<file path="src/hdl/srde_pkg.sv">
// ----------------------------------------------------------------------------
// srde_pkg
// Shared constants and types for the signed radix digit emitter.
// ----------------------------------------------------------------------------
`default_nettype none

package srde_pkg;

   // digit table geometry
   localparam int MAX_RADIX  = 32;
   localparam int CHAR_W     = 8;
   localparam int WORD_BYTES = 8;
   localparam int DIGIT_W    = $clog2(MAX_RADIX);
   localparam int RADIX_W    = 6;
   localparam int NUM_W      = 32;
   localparam int COUNT_W    = $clog2(NUM_W);

   // configuration port
   localparam int CSR_INDEX_W = 3;
   localparam int CSR_DATA_W  = 64;

   localparam logic [CSR_INDEX_W-1:0] REG_RADIX        = 3'd0;
   localparam logic [CSR_INDEX_W-1:0] REG_DIGIT_WORD_0 = 3'd1;
   localparam logic [CSR_INDEX_W-1:0] REG_DIGIT_WORD_1 = 3'd2;
   localparam logic [CSR_INDEX_W-1:0] REG_DIGIT_WORD_2 = 3'd3;
   localparam logic [CSR_INDEX_W-1:0] REG_DIGIT_WORD_3 = 3'd4;

   // character limits
   localparam logic [CHAR_W-1:0] CHAR_LOW   = 8'd32;
   localparam logic [CHAR_W-1:0] CHAR_HIGH  = 8'd126;
   localparam logic [CHAR_W-1:0] CHAR_PLUS  = 8'h2B;
   localparam logic [CHAR_W-1:0] CHAR_MINUS = 8'h2D;

   // digit table, digit k in byte k
   typedef logic [MAX_RADIX-1:0][CHAR_W-1:0] digit_table_type;

   // divider request and response
   typedef struct packed {
      logic               start;
      logic [NUM_W-1:0]   dividend;
      logic [RADIX_W-1:0] divisor;
   } div_req_type;

   typedef struct packed {
      logic               done;
      logic [NUM_W-1:0]   quotient;
      logic [DIGIT_W-1:0] remainder;
   } div_rsp_type;

endpackage

`default_nettype wire

</file>
<file path="src/hdl/signed_radix_digit_emitter_unit.sv">
// ----------------------------------------------------------------------------
// signed_radix_digit_emitter_unit
// Converts a signed 32-bit number to text in a configured radix.
// ----------------------------------------------------------------------------
// Usage:
//   csr_*  : write radix (index 0) and the four digit words (index 1..4);
//            always ready, write only while no number is in flight.
//   req_*  : one number per word; req_tready is high only while idle.
//   rsp_*  : one character per word, tlast on the final digit.
// Sequence per number with R digits in the table and D digits of output:
//   an accept step, a check of each of the R table digits, a sign step,
//   then one division per digit in the single one-bit-per-cycle divider,
//   then D emit steps, which wait while the output register is stalled.
//   An invalid table drops the number with no output.
// Reset clears the registers to zero (invalid table) and empties the
// output register. When rsp_tready is low the output register holds its
// character and the sequencer waits before writing another; nothing is lost.
// ----------------------------------------------------------------------------
`default_nettype none

module signed_radix_digit_emitter_unit
   import srde_pkg::*;
(
   input  wire logic                   clock,
   input  wire logic                   reset,
   // configuration write
   input  wire logic                   csr_valid,
   output logic                        csr_ready,
   input  wire logic [CSR_INDEX_W-1:0] csr_index,
   input  wire logic [CSR_DATA_W-1:0]  csr_data,
   // number in
   input  wire logic                   req_tvalid,
   output logic                        req_tready,
   input  wire logic [NUM_W-1:0]       req_tdata,   // [31:0] number
   // characters out
   output logic                        rsp_tvalid,
   input  wire logic                   rsp_tready,
   output logic [CHAR_W-1:0]           rsp_tdata,   // [7:0] character
   output logic                        rsp_tlast    // last
);

   localparam logic [2:0] ST_IDLE  = 3'd0;
   localparam logic [2:0] ST_CHECK = 3'd1;
   localparam logic [2:0] ST_SIGN  = 3'd2;
   localparam logic [2:0] ST_DIV   = 3'd3;
   localparam logic [2:0] ST_EMIT  = 3'd4;

   logic [2:0]         state_ff, state_in;
   logic [RADIX_W-1:0] radix_ff;
   digit_table_type    table_ff;
   logic [NUM_W-1:0]   mag_ff, mag_in;
   logic               neg_ff, neg_in;
   logic [DIGIT_W-1:0] chk_ff, chk_in;
   logic [DIGIT_W:0]   nd_ff, nd_in;
   logic [DIGIT_W-1:0] k_ff, k_in;
   logic [DIGIT_W-1:0] rev_ff [MAX_RADIX];
   logic               rev_we;
   logic [DIGIT_W-1:0] rev_rd;
   logic               out_valid_ff, out_valid_in;
   logic [CHAR_W-1:0]  out_char_ff, out_char_in;
   logic               out_last_ff, out_last_in;
   logic               slot_free;
   logic               radix_ok;
   logic               digit_bad;
   div_req_type        div_req;
   div_rsp_type        div_rsp;

   // configuration registers
   assign csr_ready = 1'b1;

   always_ff @(posedge clock) begin
      if (reset) begin
         radix_ff <= '0;
         table_ff <= '0;
      end else if (csr_valid && csr_ready) begin
         unique case (csr_index)
            REG_RADIX:        radix_ff <= csr_data[RADIX_W-1:0];
            REG_DIGIT_WORD_0: table_ff[0*WORD_BYTES +: WORD_BYTES] <= csr_data;
            REG_DIGIT_WORD_1: table_ff[1*WORD_BYTES +: WORD_BYTES] <= csr_data;
            REG_DIGIT_WORD_2: table_ff[2*WORD_BYTES +: WORD_BYTES] <= csr_data;
            REG_DIGIT_WORD_3: table_ff[3*WORD_BYTES +: WORD_BYTES] <= csr_data;
            default: ;
         endcase
      end
   end

   assign radix_ok = (radix_ff >= RADIX_W'(2)) && (radix_ff <= RADIX_W'(MAX_RADIX));

   srde_digit_check u_check (
      .table_in (table_ff),
      .index    (chk_ff),
      .bad      (digit_bad)
   );

   srde_divider u_div (
      .clock (clock),
      .reset (reset),
      .req   (div_req),
      .rsp   (div_rsp)
   );

   assign slot_free  = !out_valid_ff || rsp_tready;
   assign req_tready = (state_ff == ST_IDLE);
   assign rev_rd     = rev_ff[k_ff];

   // sequencer
   always_comb begin
      state_in         = state_ff;
      mag_in           = mag_ff;
      neg_in           = neg_ff;
      chk_in           = chk_ff;
      nd_in            = nd_ff;
      k_in             = k_ff;
      rev_we           = 1'b0;
      out_valid_in     = out_valid_ff && !rsp_tready;
      out_char_in      = out_char_ff;
      out_last_in      = out_last_ff;
      div_req.start    = 1'b0;
      div_req.dividend = div_rsp.quotient;
      div_req.divisor  = radix_ff;
      unique case (state_ff)
         ST_IDLE: begin
            if (req_tvalid) begin
               neg_in = req_tdata[NUM_W-1];
               mag_in = req_tdata[NUM_W-1] ? (NUM_W'(0) - req_tdata) : req_tdata;
               chk_in = '0;
               nd_in  = '0;
               if (radix_ok) begin
                  state_in = ST_CHECK;
               end
            end
         end
         ST_CHECK: begin
            if (digit_bad) begin
               state_in = ST_IDLE;
            end else if ({1'b0, chk_ff} == radix_ff - RADIX_W'(1)) begin
               state_in = ST_SIGN;
            end else begin
               chk_in = chk_ff + 1'b1;
            end
         end
         ST_SIGN: begin
            div_req.dividend = mag_ff;
            if (!neg_ff || slot_free) begin
               if (neg_ff) begin
                  out_valid_in = 1'b1;
                  out_char_in  = CHAR_MINUS;
                  out_last_in  = 1'b0;
               end
               div_req.start = 1'b1;
               state_in      = ST_DIV;
            end
         end
         ST_DIV: begin
            if (div_rsp.done) begin
               rev_we = 1'b1;
               nd_in  = nd_ff + 1'b1;
               mag_in = div_rsp.quotient;
               if ((div_rsp.quotient != '0) && (nd_ff < (DIGIT_W+1)'(MAX_RADIX - 1))) begin
                  div_req.start = 1'b1;
               end else begin
                  k_in     = nd_ff[DIGIT_W-1:0];
                  state_in = ST_EMIT;
               end
            end
         end
         ST_EMIT: begin
            if (slot_free) begin
               out_valid_in = 1'b1;
               out_char_in  = table_ff[rev_rd];
               out_last_in  = (k_ff == '0);
               if (k_ff == '0) begin
                  state_in = ST_IDLE;
               end else begin
                  k_in = k_ff - 1'b1;
               end
            end
         end
         default: begin
            state_in = ST_IDLE;
         end
      endcase
   end

   always_ff @(posedge clock) begin
      if (reset) begin
         state_ff     <= ST_IDLE;
         out_valid_ff <= 1'b0;
      end else begin
         state_ff     <= state_in;
         out_valid_ff <= out_valid_in;
      end
      mag_ff      <= mag_in;
      neg_ff      <= neg_in;
      chk_ff      <= chk_in;
      nd_ff       <= nd_in;
      k_ff        <= k_in;
      out_char_ff <= out_char_in;
      out_last_ff <= out_last_in;
   end

   // remainder store, least significant digit first
   always_ff @(posedge clock) begin
      if (rev_we) begin
         rev_ff[nd_ff[DIGIT_W-1:0]] <= div_rsp.remainder;
      end
   end

   assign rsp_tvalid = out_valid_ff;
   assign rsp_tdata  = out_char_ff;
   assign rsp_tlast  = out_last_ff;

endmodule

`default_nettype wire

</file>
<file path="src/hdl/srde_divider.sv">
// ----------------------------------------------------------------------------
// srde_divider
// Restoring divider, one quotient bit per cycle, 32-bit dividend by radix.
// ----------------------------------------------------------------------------
`default_nettype none

module srde_divider
   import srde_pkg::*;
(
   input  wire logic        clock,
   input  wire logic        reset,
   input  wire div_req_type req,
   output div_rsp_type      rsp
);

   logic [NUM_W-1:0]   quo_ff, quo_in;
   logic [DIGIT_W-1:0] rem_ff, rem_in;
   logic [COUNT_W-1:0] cnt_ff, cnt_in;
   logic [RADIX_W-1:0] dvs_ff, dvs_in;
   logic               busy_ff, busy_in;
   logic               done_ff, done_in;
   logic [DIGIT_W:0]   trial;

   // one shift-compare-subtract step
   assign trial = {rem_ff, quo_ff[NUM_W-1]};

   always_comb begin
      quo_in  = quo_ff;
      rem_in  = rem_ff;
      cnt_in  = cnt_ff;
      dvs_in  = dvs_ff;
      busy_in = busy_ff;
      done_in = 1'b0;
      if (req.start) begin
         quo_in  = req.dividend;
         rem_in  = '0;
         cnt_in  = '0;
         dvs_in  = req.divisor;
         busy_in = 1'b1;
      end else if (busy_ff) begin
         if (trial >= (DIGIT_W+1)'(dvs_ff)) begin
            rem_in = DIGIT_W'(trial - (DIGIT_W+1)'(dvs_ff));
            quo_in = {quo_ff[NUM_W-2:0], 1'b1};
         end else begin
            rem_in = trial[DIGIT_W-1:0];
            quo_in = {quo_ff[NUM_W-2:0], 1'b0};
         end
         cnt_in = cnt_ff + 1'b1;
         if (cnt_ff == COUNT_W'(NUM_W - 1)) begin
            busy_in = 1'b0;
            done_in = 1'b1;
         end
      end
   end

   always_ff @(posedge clock) begin
      if (reset) begin
         busy_ff <= 1'b0;
         done_ff <= 1'b0;
      end else begin
         busy_ff <= busy_in;
         done_ff <= done_in;
      end
      quo_ff <= quo_in;
      rem_ff <= rem_in;
      cnt_ff <= cnt_in;
      dvs_ff <= dvs_in;
   end

   assign rsp.done      = done_ff;
   assign rsp.quotient  = quo_ff;
   assign rsp.remainder = rem_ff;

endmodule

`default_nettype wire

</file>
<file path="src/hdl/srde_digit_check.sv">
// ----------------------------------------------------------------------------
// srde_digit_check
// Checks one table digit: printable, not a sign, no match among earlier ones.
// ----------------------------------------------------------------------------
`default_nettype none

module srde_digit_check
   import srde_pkg::*;
(
   input  wire digit_table_type    table_in,
   input  wire logic [DIGIT_W-1:0] index,
   output logic                    bad
);

   logic [CHAR_W-1:0] c;
   logic              bad_char;
   logic              dup;

   assign c = table_in[index];

   // range and sign characters
   assign bad_char = (c < CHAR_LOW) || (c > CHAR_HIGH) ||
                     (c == CHAR_PLUS) || (c == CHAR_MINUS);

   // compare against every earlier digit at once
   always_comb begin
      dup = 1'b0;
      for (int j = 0; j < MAX_RADIX; j++) begin
         if ((DIGIT_W'(j) < index) && (table_in[j] == c)) begin
            dup = 1'b1;
         end
      end
   end

   assign bad = bad_char || dup;

endmodule

`default_nettype wire

</file>
<file path="config.mk">
export PLATFORM = sky130hd
export DESIGN_NAME = signed_radix_digit_emitter_unit
export DESIGN_NICKNAME = d
export VERILOG_FILES = /design/src/hdl/srde_pkg.sv /design/src/hdl/signed_radix_digit_emitter_unit.sv /design/src/hdl/srde_divider.sv /design/src/hdl/srde_digit_check.sv
export SDC_FILE = /design/constraint.sdc
export NUM_CORES = 1
export LEC_CHECK = 0
export ABC_AREA = 0
export BUFFER_PORTS_ARGS = -buffer_cell sky130_fd_sc_hd__buf_2
export CORE_MARGIN = 8
export CORE_UTILIZATION = 35
export CTS_CLUSTER_DIAMETER = 80
export CTS_CLUSTER_SIZE = 10
export DETAILED_ROUTE_END_ITERATION = 8
export GPL_ROUTABILITY_DRIVEN = 0
export PLACE_DENSITY_LB_ADDON = 0.3
export SYNTH_ARGS = -nofsm -noshare
export SYNTH_HDL_FRONTEND = slang
export SYNTH_SLANG_ARGS = --single-unit
</file>
<file path="constraint.sdc">
create_clock -name clock -period 4.3 [get_ports clock]
set_input_delay 0.645 -clock clock [delete_from_list [all_inputs] [get_ports clock]]
set_output_delay 0.645 -clock clock [all_outputs]
set_load 0.05 [all_outputs]
</file>
==> impl_metrics.py <==
metrics = {
    "critical_path": {
        "rrSetupSlack_ns": 0.23,
        "critical_path_class": "reg -> reg",
        "worst_ep_arrival_time_ns": 4.45,
        "reg2reg_from": "chk_ff[0]$_SDFFCE_PP0P_",
        "cp.required_ns": 4.68,
        "crit_path_max_fanout": 54,
        "cp-end-kind": "flop",
        "rr_worst_depth": 15,
        "r2r_end": "chk_ff[2]$_SDFFCE_PP0P_",
        "crit_path_start_kind": "flop",
    },
    "global_routing": {
        "grt_use_met2_pct": 31.0,
        "grt_pass1_wl_mm": 144,
        "grt_busiest_layer": "met2",
        "use_met1_pct": 30.1,
        "grt.met3_usage_pct": 3.40,
        "grt_pass1_vias": 21500,
        "grt.total_usage_pct": 20.8,
        "grt_overflow": 0,
        "grt_max_degree": 118,
        "antenna_found_initial": 14,
    },
    "sta": {
        "slew_headroom_pct": 22.7,
        "min_period_ns": 4.07,
        "hold_ws_ns": 0.259,
        "drv_slew": 0,
        "setup_violations": 0,
        "max_freq_mhz": 246,
        "tightest_slew_ns": 1.15,
        "rsz0062_at_grt": "false",
        "tns_ns": 0,
        "finalHoldViolations": 0,
        "timing.final.ws_setup_ns": 0.228,
        "clock_skew_ns": 0.0455,
        "finalCritPeriodShare_pct": 94.7,
    },
    "clocking": {
        "clockBufferDepth": 3,
        "clk_pin_slew_worst_paths_ns": 0.06,
        "clk_latency_ns": 0.66,
        "cts_root_buf": "clkbuf_16",
        "cts.sinks": 539,
        "cts_tree": "yes",
        "htree_levels": 2,
        "numCtsBuffers": 61,
    },
    "place": {
        "port-buffer-count": 114,
        "hpwl_mm": 70.3,
        "pre_cts_slack_ns": 0.0843,
    },
    "route": {
        "routed-via-count": 22800,
        "ant_nets": 0,
        "routed_wl_mm": 97.8,
        "drtIter0Drc": 2347,
        "route.detailed.drc": 0,
        "viasPerCell": 5.57,
        "avgRoutedWirePerCell_um": 23.9,
        "drt_first_pass_iters": 7,
    },
    "final_layout": {
        "num-nets-final": 3110,
        "fill_cells": 8044,
        "layout-drive-gt1-share_pct": 13.6,
        "final_util_pct": 40.0,
        "mostFrequentLayoutCells": "nand2_1 (683), dfxtp_1 (282), a21oi_1 (280)",
        "syn2layout_area_growth_pct": 13.8,
        "final_common_cell": "nand2_1",
    },
    "min_path": {
        "holdPathStages": 3,
        "hold_start": "csr_data[33]",
        "min_to": "table_ff[33]$_SDFFE_PP0P_",
        "hold_class": "in -> reg",
    },
    "floorplan": {
        "start_util_pct": 35.1,
        "ioPinCount": 116,
        "std_cell_rows": 105,
        "die_area_um2": 91400,
        "die_y_um": 302,
        "core_area_um2": 81700,
        "die_x_um": 302,
    },
    "logic_synthesis": {
        "synthArstFlopShare_pct": 0,
        "ys_types": 60,
        "ys_warn_count": 0,
        "synth-seq-cells": 539,
        "synth_top_flop_cell": "dfxtp_1",
        "synth_area_um2": 28700,
        "seq_area_frac_synth_pct": 46.5,
        "syn_avg_cell_area_um2": 9.81,
        "syn_inst": 2926,
        "synth-edff-count": 256,
        "syn_nets": 3049,
    },
    "outcome": {
        "outcome": "complete, no violations",
    },
    "power": {
        "leakage_uw": 0.0121,
        "power.density_nw_per_um2": 362,
        "vdd_drop_max_uv": 330,
    },
    "flow_run": {
        "max-cap-violations": 0,
    },
}
==> report_power, final <==
group          switching (µW)  internal, µW
clock network            2090          2700
logic                     865           443
registers                 126          5600
==> per-stage QoR <==
step / instances / cell area, µm² / power (µW)
floorplan: 2926 / 28700 / 6560
global placement: 3994 / 30800 / 7100
finish: 4099 / 32700 / 11800
detailed placement: 3994 / 30800 / 7110
global route: 4094 / 32700 / 12200
CTS: 4092 / 32600 / 11900
==> repair_timing <==
action,4_1_cts,5_1_grt
buffers inserted,0,0
resized for setup,0,1
hold buffers,0,0
endpoints found under the setup margin,0,5
==> routing by layer <==
layer  up-vias  routed length, µm
li1      10500                  -
met1     11100              44000
met2      1007              42400
met3       188               7520
met4         0               3950
met5         -                  0
==> state kept, by name, summed over array words and instances, names as in the netlist, 3 cells and up, named ones only <==
signal and count:
table_ff 256, rev_ff 160, mag_ff 32, u_div.cnt_ff 5, state_ff 3, radix_ff 6, rsp_tdata 8, u_div.quo_ff 32
chk_ff 5, k_ff 5, nd_ff 6, u_div.dvs_ff 6, u_div.rem_ff 5
==> worst max-delay path, stage by stage (launching register included) <==
cell	delay, ns
edfxtp_1	0.44
buf_12	0.35
buf_12	0.25
mux2i_1	0.27
o22ai_1	0.11
o21ai_0	0.16
nand4_1	0.17
buf_12	0.23
xor2_1	0.37
nor4_1	0.12
nand3_1	0.10
nand4_1	0.11
nor4_1	0.37
nand2_1	0.26
o21ai_0	0.22
buf_4	0.17
==> cell usage after synthesis, types with 19 or more instances <==
master / instances / area, µm²
a21oi_1: 280 / 1400
buf_1: 24 / 90.1
buf_2: 51 / 255
clkbuf_1: 134 / 503
dfxtp_1: 283 / 5670
edfxtp_1: 256 / 7690
inv_1: 22 / 82.6
mux2_2: 19 / 214
mux2i_1: 254 / 2540
mux4_2: 82 / 1850
nand2_1: 683 / 2560
nand3_1: 24 / 120
nand4_1: 40 / 250
nor2_1: 90 / 338
nor3_1: 26 / 130
nor4_1: 45 / 282
o21ai_0: 96 / 480
o22ai_1: 66 / 413
xnor2_1: 70 / 613
xor2_1: 219 / 1920
==> cells by family (layout without fill, tap and decap cells) <==
kind of cell | Yosys count | after routing | share of synthesized area (%)
adders and majority gates | 19 | 19 | 0.854
and+or+nand+nor | 987 | 987 | 14.8
other | 1 | 8 | 0.0131
xor gates and xnor gates | 289 | 289 | 8.82
AOI/OAI and AO/OA | 503 | 503 | 9.69
muxes | 355 | 355 | 16.0
DFF | 539 | 539 | 46.5
buffers and inverters | 233 | 329 | 3.29
==> layout make-up <==
class                      instances  area (µm²)  share of cell area (%)
clock inverter                     5         106                   0.326
sequential                       539       13400                    40.9
tap                             1070        1340                    4.10
antenna                            7        17.5                  0.0536
inverter                          22        82.6                   0.253
multi-input combinational       2154       14500                    44.4
clock buffer                      93        1700                    5.20
timing repair buffer             209        1580                    4.84
==> worst max path at each step <==
| stage | to | from |
|---|---|---|
| final | chk_ff[2]$_SDFFCE_PP0P_ | chk_ff[0]$_SDFFCE_PP0P_ |
| after global routing | chk_ff[2]$_SDFFCE_PP0P_ | chk_ff[0]$_SDFFCE_PP0P_ |
| after CTS | chk_ff[2]$_SDFFCE_PP0P_ | chk_ff[1]$_SDFFCE_PP0P_ |
| after detailed placement | mag_ff[26]$_DFFE_PP_ | req_tdata[6] |
| after global placement | mag_ff[26]$_DFFE_PP_ | req_tdata[6] |
| after floorplan | mag_ff[26]$_DFFE_PP_ | req_tdata[6] |
Power figures use the tool's default switching activity.
